`src/rtl/session_supervisor_backoff_assert.svh`:
```
// Assertion macros for the session supervisor block.
`ifndef SESSION_SUPERVISOR_BACKOFF_ASSERT_SVH
`define SESSION_SUPERVISOR_BACKOFF_ASSERT_SVH

// Same-cycle implication on aclk, idle while aresetn is low.
`define SSB_ASSERT_IMP(label, cond, prop, msg) \
    label: assert property (@(posedge aclk) disable iff (!aresetn) (cond) |-> (prop)) \
        else $error(msg);

// Next-cycle implication on aclk, idle while aresetn is low.
`define SSB_ASSERT_NXT(label, cond, prop, msg) \
    label: assert property (@(posedge aclk) disable iff (!aresetn) (cond) |=> (prop)) \
        else $error(msg);

`endif

```
`src/rtl/ssb_pkg.sv`:
```
// Shared types, widths and codes of the session supervisor.
`default_nettype none

package ssb_pkg;

    localparam int TIME_WIDTH_DEF = 48;

    localparam int ACT_W    = 4;
    localparam int TTL_W    = 16;
    localparam int NOW_W    = 48;
    localparam int RND_W    = 32;
    localparam int CEIL_W   = 32;
    localparam int CMD_W    = 2;
    localparam int ST_W     = 3;
    localparam int MS_W     = 19;
    localparam int CAP_W    = MS_W + 1;
    localparam int MARGIN_W = 9;
    localparam int FCNT_W   = 5;
    localparam int RDLY_W   = 22;
    localparam int CIDX_W   = 2;
    localparam int BCNT_W   = $clog2(RND_W);

    localparam logic [MS_W-1:0]     BACKOFF_LIMIT_MS = MS_W'(300000);
    localparam logic [MS_W-1:0]     BACKOFF_FLOOR_MS = MS_W'(1);
    localparam logic [MS_W-1:0]     BACKOFF_MIN_RST  = MS_W'(1000);
    localparam logic [MS_W-1:0]     BACKOFF_MAX_RST  = MS_W'(60000);
    localparam logic [MARGIN_W-1:0] MARGIN_LOW       = MARGIN_W'(5);
    localparam logic [MARGIN_W-1:0] MARGIN_HIGH      = MARGIN_W'(300);
    localparam logic [MARGIN_W-1:0] MARGIN_RST       = MARGIN_W'(30);
    localparam logic [TTL_W-1:0]    TTL_LOW          = TTL_W'(60);
    localparam logic [TTL_W-1:0]    TTL_HIGH         = TTL_W'(3600);
    localparam logic [9:0]          MS_PER_S         = 10'd1000;
    localparam logic [9:0]          MS_PER_HALF_S    = 10'd500;
    localparam logic [RDLY_W-1:0]   MIN_REFRESH_MS   = RDLY_W'(1000);
    localparam logic [FCNT_W-1:0]   FAIL_SAT         = FCNT_W'(31);

    // register indexes
    localparam logic [CIDX_W-1:0] REG_BACKOFF_MIN = 2'd0;
    localparam logic [CIDX_W-1:0] REG_BACKOFF_MAX = 2'd1;
    localparam logic [CIDX_W-1:0] REG_MARGIN      = 2'd2;

    // events
    localparam logic [ACT_W-1:0] ACT_NET       = 4'd0;
    localparam logic [ACT_W-1:0] ACT_CRED      = 4'd1;
    localparam logic [ACT_W-1:0] ACT_DENIED    = 4'd2;
    localparam logic [ACT_W-1:0] ACT_CHANGED   = 4'd3;
    localparam logic [ACT_W-1:0] ACT_STARTFAIL = 4'd4;
    localparam logic [ACT_W-1:0] ACT_READY     = 4'd5;
    localparam logic [ACT_W-1:0] ACT_DISC      = 4'd6;
    localparam logic [ACT_W-1:0] ACT_STOPPED   = 4'd7;
    localparam logic [ACT_W-1:0] ACT_POLL      = 4'd8;
    localparam logic [ACT_W-1:0] ACT_WAIT      = 4'd9;

    // supervisor states
    localparam logic [ST_W-1:0] ST_WAITNET  = 3'd0;
    localparam logic [ST_W-1:0] ST_REFRESH  = 3'd1;
    localparam logic [ST_W-1:0] ST_START    = 3'd2;
    localparam logic [ST_W-1:0] ST_ONLINE   = 3'd3;
    localparam logic [ST_W-1:0] ST_STOPPING = 3'd4;
    localparam logic [ST_W-1:0] ST_BACKOFF  = 3'd5;
    localparam logic [ST_W-1:0] ST_BLOCKED  = 3'd6;

    // commands
    localparam logic [CMD_W-1:0] CMD_NONE    = 2'd0;
    localparam logic [CMD_W-1:0] CMD_REFRESH = 2'd1;
    localparam logic [CMD_W-1:0] CMD_START   = 2'd2;
    localparam logic [CMD_W-1:0] CMD_STOP    = 2'd3;

    typedef struct packed {
        logic              start;
        logic [FCNT_W-1:0] fail_count;
        logic [MS_W-1:0]   min_ms;
        logic [MS_W-1:0]   max_ms;
        logic [RND_W-1:0]  rnd;
    } jit_req_t;

    typedef struct packed {
        logic            busy;
        logic [MS_W-1:0] delay_ms;
    } jit_rsp_t;

endpackage

`default_nettype wire

```
`src/rtl/ssb_backoff.sv`:
```
// Jittered backoff delay unit: serial cap doubling, then bit-serial modulo.
`default_nettype none

module ssb_backoff
    import ssb_pkg::*;
(
    input  wire logic     aclk,
    input  wire logic     aresetn,
    input  wire jit_req_t req,
    output jit_rsp_t      rsp
);

    localparam logic [1:0] U_IDLE = 2'd0;
    localparam logic [1:0] U_CAP  = 2'd1;
    localparam logic [1:0] U_MOD  = 2'd2;

    logic [1:0]        state_reg, state_next;
    logic [CAP_W-1:0]  cap_reg, cap_next;
    logic [CAP_W-1:0]  hi_reg, hi_next;
    logic [FCNT_W-1:0] n_reg, n_next;
    logic [RND_W-1:0]  rnd_reg, rnd_next;
    logic [CAP_W-1:0]  rem_reg, rem_next;
    logic [BCNT_W-1:0] bcnt_reg, bcnt_next;
    logic [MS_W-1:0]   delay_reg, delay_next;

    logic [CAP_W-1:0] cap_dbl;
    logic [CAP_W-1:0] cap_lo;
    logic [CAP_W-1:0] divisor;
    logic [CAP_W-1:0] rem_sh;
    logic [CAP_W-1:0] rem_new;
    logic [CAP_W-1:0] delay_sum;

    always_comb begin
        cap_dbl   = {cap_reg[CAP_W-2:0], 1'b0};
        cap_lo    = cap_reg >> 1;
        divisor   = cap_reg - cap_lo + CAP_W'(1);
        // remainder stays below the divisor, so the top bit is free to shift out
        rem_sh    = {rem_reg[CAP_W-2:0], rnd_reg[RND_W-1]};
        rem_new   = (rem_sh >= divisor) ? (rem_sh - divisor) : rem_sh;
        delay_sum = cap_lo + rem_new;
    end

    always_comb begin
        state_next = state_reg;
        cap_next   = cap_reg;
        hi_next    = hi_reg;
        n_next     = n_reg;
        rnd_next   = rnd_reg;
        rem_next   = rem_reg;
        bcnt_next  = bcnt_reg;
        delay_next = delay_reg;
        unique case (state_reg)
            U_IDLE: begin
                if (req.start) begin
                    cap_next   = {1'b0, req.min_ms};
                    hi_next    = (req.max_ms < req.min_ms) ? {1'b0, req.min_ms}
                                                           : {1'b0, req.max_ms};
                    n_next     = req.fail_count;
                    rnd_next   = req.rnd;
                    state_next = U_CAP;
                end
            end
            U_CAP: begin
                if (n_reg != '0 && cap_reg < hi_reg) begin
                    cap_next = (cap_dbl > hi_reg) ? hi_reg : cap_dbl;
                    n_next   = n_reg - FCNT_W'(1);
                end else begin
                    rem_next   = '0;
                    bcnt_next  = BCNT_W'(RND_W - 1);
                    state_next = U_MOD;
                end
            end
            U_MOD: begin
                rem_next = rem_new;
                rnd_next = {rnd_reg[RND_W-2:0], 1'b0};
                if (bcnt_reg == '0) begin
                    delay_next = delay_sum[MS_W-1:0];
                    state_next = U_IDLE;
                end else begin
                    bcnt_next = bcnt_reg - BCNT_W'(1);
                end
            end
            default: begin
                state_next = U_IDLE;
            end
        endcase
    end

    always_ff @(posedge aclk) begin
        if (!aresetn) begin
            state_reg <= U_IDLE;
        end else begin
            state_reg <= state_next;
        end
        cap_reg   <= cap_next;
        hi_reg    <= hi_next;
        n_reg     <= n_next;
        rnd_reg   <= rnd_next;
        rem_reg   <= rem_next;
        bcnt_reg  <= bcnt_next;
        delay_reg <= delay_next;
    end

    assign rsp.busy     = (state_reg != U_IDLE);
    assign rsp.delay_ms = delay_reg;

endmodule

`default_nettype wire

```
`src/rtl/session_supervisor_backoff.sv`:
```
// Session supervisor top level: event decode, deadlines and result register.
//
//  channel    | direction | handshake          | payload
//  s_ (event) | in        | s_valid / s_ready  | action, flag, TTLs, now, random, ceiling
//  m_ (word)  | out       | m_valid / m_ready  | command, went_online, wait, state
//  cfg_       | in        | cfg_wr_en          | cfg_index, cfg_wr_data (no read-back)
//
// A plain event passes through accept, decode and commit, and result load before the next
// accept; the result word is registered at the result load. A good credential adds a
// deadline-add step. A failure with the network up adds the backoff unit's steps: F (0..19)
// cap doublings, one exit check, 32 modulo steps and one step to hand the delay back.
// Reset sets state, deadlines, failure count, config and m_valid only; no clearing pass.
// A result held under a low m_ready stalls the result load, and no new word is taken.
`default_nettype none

module session_supervisor_backoff
    import ssb_pkg::*;
#(
    parameter int TIME_WIDTH = TIME_WIDTH_DEF
) (
    input  wire logic                aclk,
    input  wire logic                aresetn,
    input  wire logic                cfg_wr_en,
    input  wire logic [CIDX_W-1:0]   cfg_index,
    input  wire logic [MS_W-1:0]     cfg_wr_data,
    input  wire logic                s_valid,
    output logic                     s_ready,
    input  wire logic [ACT_W-1:0]    s_action,
    input  wire logic                s_event_flag,
    input  wire logic [TTL_W-1:0]    s_voice_ttl_s,
    input  wire logic [TTL_W-1:0]    s_agent_ttl_s,
    input  wire logic [NOW_W-1:0]    s_now_ms,
    input  wire logic [RND_W-1:0]    s_random_word,
    input  wire logic [CEIL_W-1:0]   s_ceiling_ms,
    output logic                     m_valid,
    input  wire logic                m_ready,
    output logic [CMD_W-1:0]         m_command,
    output logic                     m_went_online,
    output logic [CEIL_W-1:0]        m_wait_left_ms,
    output logic [ST_W-1:0]          m_state_now
);

    localparam logic [2:0] T_IDLE   = 3'd0;
    localparam logic [2:0] T_EVAL   = 3'd1;
    localparam logic [2:0] T_JIT    = 3'd2;
    localparam logic [2:0] T_REFADD = 3'd3;
    localparam logic [2:0] T_DONE   = 3'd4;

    // configuration
    logic [MS_W-1:0]     bmin_reg;
    logic [MS_W-1:0]     bmax_reg;
    logic [MARGIN_W-1:0] margin_reg;
    logic [MS_W-1:0]     cfg_ms_clamped;
    logic [MARGIN_W-1:0] cfg_margin_clamped;

    // captured word
    logic [ACT_W-1:0]  act_reg;
    logic              flag_reg;
    logic [TTL_W-1:0]  vttl_reg;
    logic [TTL_W-1:0]  attl_reg;
    logic [NOW_W-1:0]  now_reg;
    logic [RND_W-1:0]  rnd_reg;
    logic [CEIL_W-1:0] ceil_reg;

    // supervisor state
    logic [2:0]            fsm_reg, fsm_next;
    logic [ST_W-1:0]       ctrl_reg, ctrl_next;
    logic [ST_W-1:0]       after_reg, after_next;
    logic                  net_reg, net_next;
    logic [FCNT_W-1:0]     fail_cnt_reg, fail_cnt_next;
    logic [TIME_WIDTH-1:0] retry_dl_reg, retry_dl_next;
    logic [TIME_WIDTH-1:0] refresh_dl_reg, refresh_dl_next;
    logic [RDLY_W-1:0]     ref_delay_reg, ref_delay_next;

    // pending result
    logic [CMD_W-1:0]  pend_cmd_reg, pend_cmd_next;
    logic              pend_onl_reg, pend_onl_next;
    logic [CEIL_W-1:0] pend_wait_reg, pend_wait_next;

    // result register
    logic              m_valid_reg, m_valid_next;
    logic [CMD_W-1:0]  m_cmd_reg, m_cmd_next;
    logic              m_onl_reg, m_onl_next;
    logic [CEIL_W-1:0] m_wait_reg, m_wait_next;
    logic [ST_W-1:0]   m_state_reg, m_state_next;

    // decode results
    logic [ST_W-1:0]   d_ctrl, d_after, d_fail_tgt;
    logic              d_net, d_jit, d_refadd, d_clear;
    logic [CMD_W-1:0]  d_cmd;
    logic              d_onl;
    logic [CEIL_W-1:0] d_wait;

    logic [TIME_WIDTH-1:0] now_t;
    logic [TIME_WIDTH-1:0] dl_sel;
    logic [TIME_WIDTH-1:0] dl_diff;
    logic [TIME_WIDTH-1:0] ceil_t;
    logic                  ttl_ok;
    logic [TTL_W-1:0]      ttl_min;
    logic [11:0]           ttl_base;
    logic [9:0]            ttl_scale;
    logic [RDLY_W-1:0]     ttl_ms;

    jit_req_t jit_req;
    jit_rsp_t jit_rsp;
    logic     out_free;

    assign now_t  = TIME_WIDTH'(64'(now_reg));
    assign ceil_t = TIME_WIDTH'(ceil_reg);

    // config clamp
    always_comb begin
        if (cfg_wr_data < BACKOFF_FLOOR_MS) begin
            cfg_ms_clamped = BACKOFF_FLOOR_MS;
        end else if (cfg_wr_data > BACKOFF_LIMIT_MS) begin
            cfg_ms_clamped = BACKOFF_LIMIT_MS;
        end else begin
            cfg_ms_clamped = cfg_wr_data;
        end
        if (cfg_wr_data < MS_W'(MARGIN_LOW)) begin
            cfg_margin_clamped = MARGIN_LOW;
        end else if (cfg_wr_data > MS_W'(MARGIN_HIGH)) begin
            cfg_margin_clamped = MARGIN_HIGH;
        end else begin
            cfg_margin_clamped = cfg_wr_data[MARGIN_W-1:0];
        end
    end

    always_ff @(posedge aclk) begin
        if (!aresetn) begin
            bmin_reg   <= BACKOFF_MIN_RST;
            bmax_reg   <= BACKOFF_MAX_RST;
            margin_reg <= MARGIN_RST;
        end else if (cfg_wr_en) begin
            unique case (cfg_index)
                REG_BACKOFF_MIN: bmin_reg   <= cfg_ms_clamped;
                REG_BACKOFF_MAX: bmax_reg   <= cfg_ms_clamped;
                REG_MARGIN:      margin_reg <= cfg_margin_clamped;
                default: begin
                end
            endcase
        end
    end

    // refresh delay: (min TTL - margin) s, or half the min TTL, at least one second
    always_comb begin
        ttl_ok  = (vttl_reg >= TTL_LOW) && (vttl_reg <= TTL_HIGH) &&
                  (attl_reg >= TTL_LOW) && (attl_reg <= TTL_HIGH);
        ttl_min = (vttl_reg < attl_reg) ? vttl_reg : attl_reg;
        if (ttl_min > TTL_W'(margin_reg)) begin
            ttl_base  = 12'(ttl_min - TTL_W'(margin_reg));
            ttl_scale = MS_PER_S;
        end else begin
            ttl_base  = ttl_min[11:0];
            ttl_scale = MS_PER_HALF_S;
        end
        ttl_ms = RDLY_W'(ttl_base * ttl_scale);
        ref_delay_next = (ttl_ms < MIN_REFRESH_MS) ? MIN_REFRESH_MS : ttl_ms;
    end

    // event decode
    always_comb begin
        d_ctrl     = ctrl_reg;
        d_after    = after_reg;
        d_net      = net_reg;
        d_jit      = 1'b0;
        d_refadd   = 1'b0;
        d_clear    = 1'b0;
        d_cmd      = CMD_NONE;
        d_onl      = 1'b0;
        d_wait     = '0;
        d_fail_tgt = net_reg ? ST_BACKOFF : ST_WAITNET;
        dl_sel     = (ctrl_reg == ST_BACKOFF) ? retry_dl_reg : refresh_dl_reg;
        dl_diff    = dl_sel - now_t;
        unique case (act_reg)
            ACT_NET: begin
                d_net = flag_reg;
                if (!flag_reg) begin
                    if (ctrl_reg == ST_START || ctrl_reg == ST_ONLINE) begin
                        d_ctrl  = ST_STOPPING;
                        d_after = ST_WAITNET;
                        d_cmd   = CMD_STOP;
                    end else if (ctrl_reg == ST_STOPPING) begin
                        d_after = ST_WAITNET;
                    end else begin
                        d_ctrl = ST_WAITNET;
                    end
                end else if (ctrl_reg == ST_WAITNET) begin
                    d_ctrl = ST_REFRESH;
                    d_cmd  = CMD_REFRESH;
                end else if (ctrl_reg == ST_STOPPING && after_reg == ST_WAITNET) begin
                    d_after = ST_REFRESH;
                end
            end
            ACT_CRED: begin
                if (ctrl_reg == ST_REFRESH) begin
                    if (!flag_reg || !ttl_ok) begin
                        d_ctrl = d_fail_tgt;
                        d_jit  = net_reg;
                    end else begin
                        d_refadd = 1'b1;
                        d_ctrl   = ST_START;
                        d_cmd    = CMD_START;
                    end
                end
            end
            ACT_DENIED: begin
                if (ctrl_reg == ST_REFRESH) begin
                    d_ctrl  = ST_BLOCKED;
                    d_clear = 1'b1;
                end
            end
            ACT_CHANGED: begin
                if (net_reg && ctrl_reg == ST_BLOCKED) begin
                    d_ctrl = ST_REFRESH;
                    d_cmd  = CMD_REFRESH;
                end
            end
            ACT_STARTFAIL: begin
                if (ctrl_reg == ST_START) begin
                    d_jit = net_reg;
                    if (flag_reg) begin
                        d_ctrl  = ST_STOPPING;
                        d_after = d_fail_tgt;
                        d_cmd   = CMD_STOP;
                    end else begin
                        d_ctrl = d_fail_tgt;
                    end
                end
            end
            ACT_READY: begin
                if (ctrl_reg == ST_START) begin
                    d_ctrl = ST_ONLINE;
                    d_onl  = 1'b1;
                end
            end
            ACT_DISC: begin
                if (ctrl_reg == ST_START || ctrl_reg == ST_ONLINE) begin
                    d_jit   = net_reg;
                    d_after = d_fail_tgt;
                    d_ctrl  = ST_STOPPING;
                    d_cmd   = CMD_STOP;
                end
            end
            ACT_STOPPED: begin
                if (ctrl_reg == ST_STOPPING) begin
                    d_ctrl = after_reg;
                    if (after_reg == ST_REFRESH) begin
                        d_cmd = CMD_REFRESH;
                    end
                end
            end
            ACT_POLL: begin
                if (net_reg) begin
                    if (ctrl_reg == ST_BACKOFF && now_t >= retry_dl_reg) begin
                        d_ctrl = ST_REFRESH;
                        d_cmd  = CMD_REFRESH;
                    end else if ((ctrl_reg == ST_START || ctrl_reg == ST_ONLINE) &&
                                 now_t >= refresh_dl_reg) begin
                        d_ctrl  = ST_STOPPING;
                        d_after = ST_REFRESH;
                        d_cmd   = CMD_STOP;
                    end
                end
            end
            ACT_WAIT: begin
                if (ceil_reg == '0) begin
                    d_wait = '0;
                end else if (ctrl_reg != ST_BACKOFF && ctrl_reg != ST_START &&
                             ctrl_reg != ST_ONLINE) begin
                    d_wait = ceil_reg;
                end else if (dl_sel <= now_t) begin
                    d_wait = '0;
                end else if (dl_diff < ceil_t) begin
                    d_wait = dl_diff[CEIL_W-1:0];
                end else begin
                    d_wait = ceil_reg;
                end
            end
            default: begin
            end
        endcase
    end

    assign out_free = !m_valid_reg || m_ready;

    // sequencer
    always_comb begin
        fsm_next        = fsm_reg;
        ctrl_next       = ctrl_reg;
        after_next      = after_reg;
        net_next        = net_reg;
        fail_cnt_next   = fail_cnt_reg;
        retry_dl_next   = retry_dl_reg;
        refresh_dl_next = refresh_dl_reg;
        pend_cmd_next   = pend_cmd_reg;
        pend_onl_next   = pend_onl_reg;
        pend_wait_next  = pend_wait_reg;
        m_valid_next    = m_valid_reg && !m_ready;
        m_cmd_next      = m_cmd_reg;
        m_onl_next      = m_onl_reg;
        m_wait_next     = m_wait_reg;
        m_state_next    = m_state_reg;
        jit_req.start      = 1'b0;
        jit_req.fail_count = fail_cnt_reg;
        jit_req.min_ms     = bmin_reg;
        jit_req.max_ms     = bmax_reg;
        jit_req.rnd        = rnd_reg;
        unique case (fsm_reg)
            T_IDLE: begin
                if (s_valid) begin
                    fsm_next = T_EVAL;
                end
            end
            T_EVAL: begin
                ctrl_next      = d_ctrl;
                after_next     = d_after;
                net_next       = d_net;
                pend_cmd_next  = d_cmd;
                pend_onl_next  = d_onl;
                pend_wait_next = d_wait;
                if (d_clear || d_onl) begin
                    fail_cnt_next = '0;
                end
                if (d_clear) begin
                    retry_dl_next = '0;
                end
                if (d_jit) begin
                    jit_req.start = 1'b1;
                    fsm_next      = T_JIT;
                end else if (d_refadd) begin
                    fsm_next = T_REFADD;
                end else begin
                    fsm_next = T_DONE;
                end
            end
            T_JIT: begin
                if (!jit_rsp.busy) begin
                    retry_dl_next = now_t + TIME_WIDTH'(jit_rsp.delay_ms);
                    if (fail_cnt_reg != FAIL_SAT) begin
                        fail_cnt_next = fail_cnt_reg + FCNT_W'(1);
                    end
                    fsm_next = T_DONE;
                end
            end
            T_REFADD: begin
                refresh_dl_next = now_t + TIME_WIDTH'(ref_delay_reg);
                fsm_next        = T_DONE;
            end
            T_DONE: begin
                if (out_free) begin
                    m_valid_next = 1'b1;
                    m_cmd_next   = pend_cmd_reg;
                    m_onl_next   = pend_onl_reg;
                    m_wait_next  = pend_wait_reg;
                    m_state_next = ctrl_reg;
                    fsm_next     = T_IDLE;
                end
            end
            default: begin
                fsm_next = T_IDLE;
            end
        endcase
    end

    always_ff @(posedge aclk) begin
        if (!aresetn) begin
            fsm_reg        <= T_IDLE;
            ctrl_reg       <= ST_WAITNET;
            after_reg      <= ST_WAITNET;
            net_reg        <= 1'b0;
            fail_cnt_reg   <= '0;
            retry_dl_reg   <= '0;
            refresh_dl_reg <= '0;
            m_valid_reg    <= 1'b0;
        end else begin
            fsm_reg        <= fsm_next;
            ctrl_reg       <= ctrl_next;
            after_reg      <= after_next;
            net_reg        <= net_next;
            fail_cnt_reg   <= fail_cnt_next;
            retry_dl_reg   <= retry_dl_next;
            refresh_dl_reg <= refresh_dl_next;
            m_valid_reg    <= m_valid_next;
        end
        pend_cmd_reg  <= pend_cmd_next;
        pend_onl_reg  <= pend_onl_next;
        pend_wait_reg <= pend_wait_next;
        m_cmd_reg     <= m_cmd_next;
        m_onl_reg     <= m_onl_next;
        m_wait_reg    <= m_wait_next;
        m_state_reg   <= m_state_next;
        if (fsm_reg == T_EVAL) begin
            ref_delay_reg <= ref_delay_next;
        end
        // capture the word on accept
        if (s_valid && s_ready) begin
            act_reg  <= s_action;
            flag_reg <= s_event_flag;
            vttl_reg <= s_voice_ttl_s;
            attl_reg <= s_agent_ttl_s;
            now_reg  <= s_now_ms;
            rnd_reg  <= s_random_word;
            ceil_reg <= s_ceiling_ms;
        end
    end

    ssb_backoff u_backoff (
        .aclk    (aclk),
        .aresetn (aresetn),
        .req     (jit_req),
        .rsp     (jit_rsp)
    );

    assign s_ready        = (fsm_reg == T_IDLE);
    assign m_valid        = m_valid_reg;
    assign m_command      = m_cmd_reg;
    assign m_went_online  = m_onl_reg;
    assign m_wait_left_ms = m_wait_reg;
    assign m_state_now    = m_state_reg;

`include "session_supervisor_backoff_assert.svh"

    `SSB_ASSERT_NXT(a_accept_blocks, s_valid && s_ready, !s_ready, "word taken while busy")
    `SSB_ASSERT_IMP(a_online_state, m_valid && m_went_online, m_state_now == ST_ONLINE, "online flag off online")
    `SSB_ASSERT_IMP(a_start_state, m_valid && m_command == CMD_START, m_state_now == ST_START, "start command outside starting")
    `SSB_ASSERT_NXT(a_fail_sat, fail_cnt_reg == FAIL_SAT, fail_cnt_reg == FAIL_SAT || fail_cnt_reg == '0, "failure count wrapped")
    `SSB_ASSERT_IMP(a_jit_owned, jit_rsp.busy, fsm_reg == T_JIT, "backoff unit busy outside wait")

endmodule

`default_nettype wire
```
`config.mk`:
```
export PLATFORM = sky130hd
export DESIGN_NAME = session_supervisor_backoff
export DESIGN_NICKNAME = d
export VERILOG_FILES = /design/src/rtl/ssb_pkg.sv /design/src/rtl/ssb_backoff.sv /design/src/rtl/session_supervisor_backoff.sv
export VERILOG_INCLUDE_DIRS = /design/src /design/src/rtl
export SDC_FILE = /design/constraint.sdc
export NUM_CORES = 2
export LEC_CHECK = 0
export BUFFER_PORTS_ARGS = -buffer_cell sky130_fd_sc_hd__clkbuf_2
export CAP_MARGIN = 0
export CELL_PAD_IN_SITES_DETAIL_PLACEMENT = 0
export CELL_PAD_IN_SITES_GLOBAL_PLACEMENT = 1
export CORE_MARGIN = 5
export CORE_UTILIZATION = 53
export CTS_CLUSTER_DIAMETER = 100
export CTS_CLUSTER_SIZE = 30
export DETAILED_ROUTE_END_ITERATION = 8
export PLACE_DENSITY = 0.95
export SLEW_MARGIN = 15
export SYNTH_ARGS = -nofsm -noshare
export SYNTH_HDL_FRONTEND = slang
export SYNTH_SLANG_ARGS = --single-unit
```
`constraint.sdc`:
```
create_clock -name aclk -period 20.5 [get_ports aclk]
set_input_delay 4.1 -clock aclk [delete_from_list [all_inputs] [get_ports aclk]]
set_output_delay 4.1 -clock aclk [all_outputs]
set_load 0.05 [all_outputs]
```
Word-level counts from Yosys, hierarchy flattened. Cells that the tools add are included. Widths: inputs -> output; s select.

Add/sub/neg operators: 11. Multiply operators: 1. $lt $le $gt $ge: 19. Equal/unequal tests: 56. Mux-type cells: 104. Bitwise logic cells: 1. Reduce and logical (&&, ||, !) cells: 54.

Operator list (count): $mux 48 (3); $mux 32 (4); $mux 3 (33); $ge 48x48->1 (2); $pmux 48 s2 (1); $mux 19 (5); $pmux 32 s2 (1); $mux 20 (3); $add 48x19->48 (1); $add 48x22->48 (1); $le 48x48->1 (1); $lt 48x32->1 (1); $sub 48x48->48 (1); $ne 2x2->1 const B (20); $pmux 20 s2 (1); $pmux 19 s2 (1); $mux 5 (7); $ge 16x6->1 const B (2); $le 16x12->1 const B (2); $logic_not 32->1 (1); $pmux 5 s2 (3); $pmux 3 s9 (1); $mux 2 (12); $lt 22x10->1 const B (1); 60 further kinds (138).

Flip-flop bits (word level): 525. Input port bits: 175. Output and inout port bits: 40.

Logic depth before layout (Yosys ltp).
Depth after elaboration: 13. Depth in mapped cells: 50. Mapped depth without buffers: 48.

By module. Synthesis repeated with hierarchy kept, for this count alone.

Cell total of the unflattened synthesis: 3980. Area total of the unflattened synthesis: 36978.0 um2.

Modules (own cells, without submodules): session_supervisor_backoff (instances 1, cells each 2980, area each 27446.3 um2, seq. area each 10430.0 um2); ssb_backoff (instances 1, cells each 1000, area each 9531.6 um2, seq. area each 3613.5 um2).

Worst setup path before layout. Ideal clock, no wire load.

Path type: flip-flop to flip-flop. Start point: register vttl_reg[1]. End point: register ref_delay_reg[2] (data pin). Setup time: 0.255 ns. Data arrival time: 10.116 ns. Required time: 20.245 ns. Slack: 10.130 ns. Stages on the path, launching flop included: 46. Path buffers: 3. Path through: edfxtp_1 > ha_1 > a21o_1 > a21o_1 > a21o_1 > a21o_1 > a21oi_1 > o21ai_0 > a21oi_1 > clkbuf_1 > mux2i_1 > ha_1 > inv_1 > fa_1 > nand2_1 > nand2_1 > a21oi_1 > o21bai_1 > (+10 left out) > inv_1 > fa_1 > inv_1 > fa_1 > ha_1 > fa_1 > a21o_1 > a21oi_1 > o21bai_1 > a21oi_1 > o21bai_1 > a21oi_1 > xnor2_1 > or4_1 > or4_1 > or4_1 > clkbuf_1 > and2_1.

Longest elaborated chain between the ends: 6. Elaborated cells on any way between the ends: 8.

Ends and longest elaborated chain: from (decl) (RTL line session_supervisor_backoff.sv:59) `logic [TTL_W-1:0] vttl_reg;`; from (signal assigned) (RTL line session_supervisor_backoff.sv:400) `vttl_reg <= s_voice_ttl_s;`; $lt 16x16->1 (RTL line session_supervisor_backoff.sv:149) `ttl_min = (vttl_reg < attl_reg) ? vttl_reg : attl_reg;`; $mux 16 * (RTL line session_supervisor_backoff.sv:149); $gt 16x9->1 or $sub 12x9->12 (tied branches) (RTL line session_supervisor_backoff.sv:150, session_supervisor_backoff.sv:151); $mux 12 or $mux 10 (tied branches) (RTL line session_supervisor_backoff.sv:150) `if (ttl_min > TTL_W'(margin_reg)) begin`; $mul 12x10->22 * (RTL line session_supervisor_backoff.sv:157) `ttl_ms = RDLY_W'(ttl_base * ttl_scale);`; $lt 22x10->1 (RTL line session_supervisor_backoff.sv:158) `ref_delay_next = (ttl_ms < MIN_REFRESH_MS) ? MIN_REFRESH_MS : ttl_ms;`; to (signal assigned) (RTL line session_supervisor_backoff.sv:394) `ref_delay_reg <= ref_delay_next;`; to (decl) (RTL line session_supervisor_backoff.sv:73) `logic [RDLY_W-1:0] ref_delay_reg, ref_delay_next;`.

Mark *: on every way between the ends. The rest lies on a longest branch, timed or not. A chain may end at the register's enable or synchronous reset.

Worst setup path in the final report. Same ends and word-level chain as after synthesis.

==> results.sh <==
export IMPL_max_freq_mhz=89.8
export IMPL_stdcell_count=4905
export IMPL_cts_tree="built"
export IMPL_die_h_um=271
export IMPL_drtIter0Drc=2205
export IMPL_ys_ff_latch=521
export IMPL_fp_coreArea_mm2=0.0674
export IMPL_timing_final_crit_period_ns=11.14
export IMPL_place_worst_setup_slack_ns=9.33
export IMPL_clkTransAtPathRegs_ns=0.12
export IMPL_period_share_pct=54.3
export IMPL_fin_total_pwr_mw=4.65
export IMPL_cts_buffer_depth=3
export IMPL_setup_viol=0
export IMPL_numCtsBuffers=26
export IMPL_hp_class="reg -> reg"
export IMPL_synth_compound_area_share_pct=16.0
export IMPL_ys_types=85
export IMPL_synth_ff_type="edfxtp_1"
export IMPL_h_tree_depth=1
export IMPL_clock_skew_final_ns=0.0251
export IMPL_totalWireLength_um=91600
export IMPL_seq_area_frac_synth_pct=38.8
export IMPL_overflow=0
export IMPL_place_port_buffers=214
export IMPL_final_nets=4674
export IMPL_cts_sinks=521
export IMPL_status="finished clean"
export IMPL_post_cts_buffers=0
export IMPL_crit_top_cell="a21oi_1"
export IMPL_async_reset_ff_share_pct=0
export IMPL_tightest_slew_ns=1.14
export IMPL_maxCapViolCount=0
export IMPL_wl_per_cell_um=18.7
export IMPL_place_inst=4854
export IMPL_grt_max_degree=98
export IMPL_crit_path_top_delay_cell="or4_1"
export IMPL_die_area_mm2=0.0736
export IMPL_required_ns=20.89
export IMPL_grt_pass1_vias=27300
export IMPL_reg2reg_depth=42
export IMPL_vias=28100
export IMPL_gp_congestion=0.930
export IMPL_post_dp_hpwl_um=70600
export IMPL_hold_buffers=0
export IMPL_layout_drive_gt1_share_pct=9.06
export IMPL_cpPeakStageDelay_ns=0.57
export IMPL_synth_fa_ha_area_share_pct=18.4
export IMPL_min_path_cells=0
export IMPL_netlist_area_mm2=0.0362
export IMPL_rows=95
export IMPL_critical_path_class="reg -> reg"
export IMPL_crit_path_max_fanout=24
export IMPL_rsz0062_at_grt="no"
export IMPL_netlist_instances=3841
export IMPL_cts_root_buf="clkbuf_16"
export IMPL_placed_cell_area_mm2=0.0382
export IMPL_first_pass_iters=6
export IMPL_cellPowerDensity_mw_per_mm2=119
export IMPL_synth_top_family_by_area="adder cells"
export IMPL_die_w_um=271
export IMPL_cts_resized=0
export IMPL_max_slew_margin_pct=24.3
export IMPL_synth_edf_count=361
export IMPL_start_util_pct=53.7
export IMPL_slew_violations=0
export IMPL_grt_pass1_wl_um=145000
export IMPL_syn2layout_area_growth_pct=8.20
export IMPL_fillers=5883
export IMPL_synth_xor_area_share_pct=4.55
export IMPL_avgViaCountPerCell=5.74
export IMPL_start_kind="register"
export IMPL_syn_area_per_cell_um2=9.42
export IMPL_ir_drop_mv=0.309
export IMPL_whs_ns=0.429
export IMPL_antenna_found_initial=3
export IMPL_track_usage_pct=24.1
export IMPL_synth_simple_area_share_pct=15.2
export IMPL_finalHoldViolCount=0
export IMPL_leakagePower_nw=16.4
export IMPL_cp_end_kind="register"
export IMPL_clock_latency_ns=0.61
export IMPL_arrival_ns=11.52
export IMPL_synth_mux_area_share_pct=1.75
export IMPL_fin_area_mm2=0.0391
export IMPL_drc=0
export IMPL_setup_ws_ns=9.36
export IMPL_ant_nets=0
export IMPL_boundaryPins=215
export IMPL_yosys_warnings=0
export IMPL_utilization_pct=58.1
export IMPL_tns_ns=0
==> where the power goes <==
part           switching [mW]  internal (mW)  leakage (nW)  total, mW
clock network           0.379          0.275         0.441      0.654
logic                    1.45           1.17          11.3       2.62
registers              0.0489           1.33          4.69       1.38
total                    1.88           2.78          16.4       4.65
==> final timing paths <==
kind | to | from | slack [ns]
setup / recovery | ref_delay_reg[2] | vttl_reg[1] | 9.36
hold / removal | m_wait_left_ms[29] | pend_wait_reg[29] | 0.43
setup reg to reg | ref_delay_reg[2] | vttl_reg[1] | 9.36
hold reg to reg | m_wait_left_ms[29] | pend_wait_reg[29] | 0.43
==> cell type report <==
| class | instances | area (um2) | area share [%] |
|---|---|---|---|
| well taps | 873 | 1090 | 2.79 |
| clock inverters | 13 | 195 | 0.499 |
| clock buffers | 35 | 737 | 1.88 |
| inverters | 388 | 1460 | 3.72 |
| flip-flops and latches | 521 | 14000 | 35.9 |
| diodes | 3 | 7.51 | 0.0192 |
| repair buffers | 241 | 1270 | 3.25 |
| multi-input cells | 2831 | 20300 | 52.0 |
==> critical path: cells and delay by family, from the launching register on <==
| family | cells | cell delay (ns) |
|---|---|---|
| mux | 1 | 0.30 |
| compound gates | 21 | 4.12 |
| flops | 1 | 0.45 |
| simple gates | 7 | 2.05 |
| xor+xnor | 1 | 0.09 |
| buf+inv | 3 | 0.37 |
| fa+ha+maj | 9 | 3.54 |
==> logic make-up after synthesis <==
family	count (synthesis)
compound gates	911
buf+inv	501
flops	521
other cells	2
mux	60
fa+ha+maj	490
simple gates	1168
xor+xnor	188
==> metal layers <==
layer,up-vias,routed length (um),track usage (%)
met1,13200,39700,31.9
met3,173,4640,2.87
met4,0,3370,8.02
li1,14000,-,-
met2,719,43900,41.2
met5,-,0,0
==> cells in the mapped netlist (64+ instances only) <==
library cell / number / area, um2
clkbuf_1: 99 / 372
nand4_1: 64 / 400
edfxtp_1: 361 / 10800
nor2_1: 224 / 841
nor3_1: 64 / 320
a21o_1: 99 / 743
o21ai_0: 250 / 1250
nand2_1: 462 / 1730
ha_1: 422 / 5280
fa_1: 68 / 1360
a21oi_1: 238 / 1190
dfxtp_1: 160 / 3200
nand3_1: 87 / 435
xnor2_1: 144 / 1260
inv_1: 386 / 1450
==> cells in the final DEF (no fill, tap or decap), types with 20 or more instances in the layout <==
master     netlist  final
o21bai_1        20     20
o21ai_0        250    250
inv_1          386    385
o21a_1          33     33
nor2_1         224    223
nand4_1         64     64
xor2_1          44     44
a22oi_1         20     20
buf_4            0     27
dfxtp_1        160    160
nand2b_1        49     49
and3_1          33     32
mux2_2          25     25
nand2_1        462    461
a22o_1          32     32
a211oi_1        46     46
clkbuf_2         0    214
nand3_1         87     87
a21o_1          99     99
edfxtp_1       361    361
nor4_1          26     26
nor2b_1         39     39
clkbuf_16        0     28
and2_1          44     42
ha_1           422    422
a21oi_1        238    234
xnor2_1        144    144
mux2i_1         35     35
a31oi_1         25     25
fa_1            68     68
nor3_1          64     63
Power figures use the tool's default switching activity.
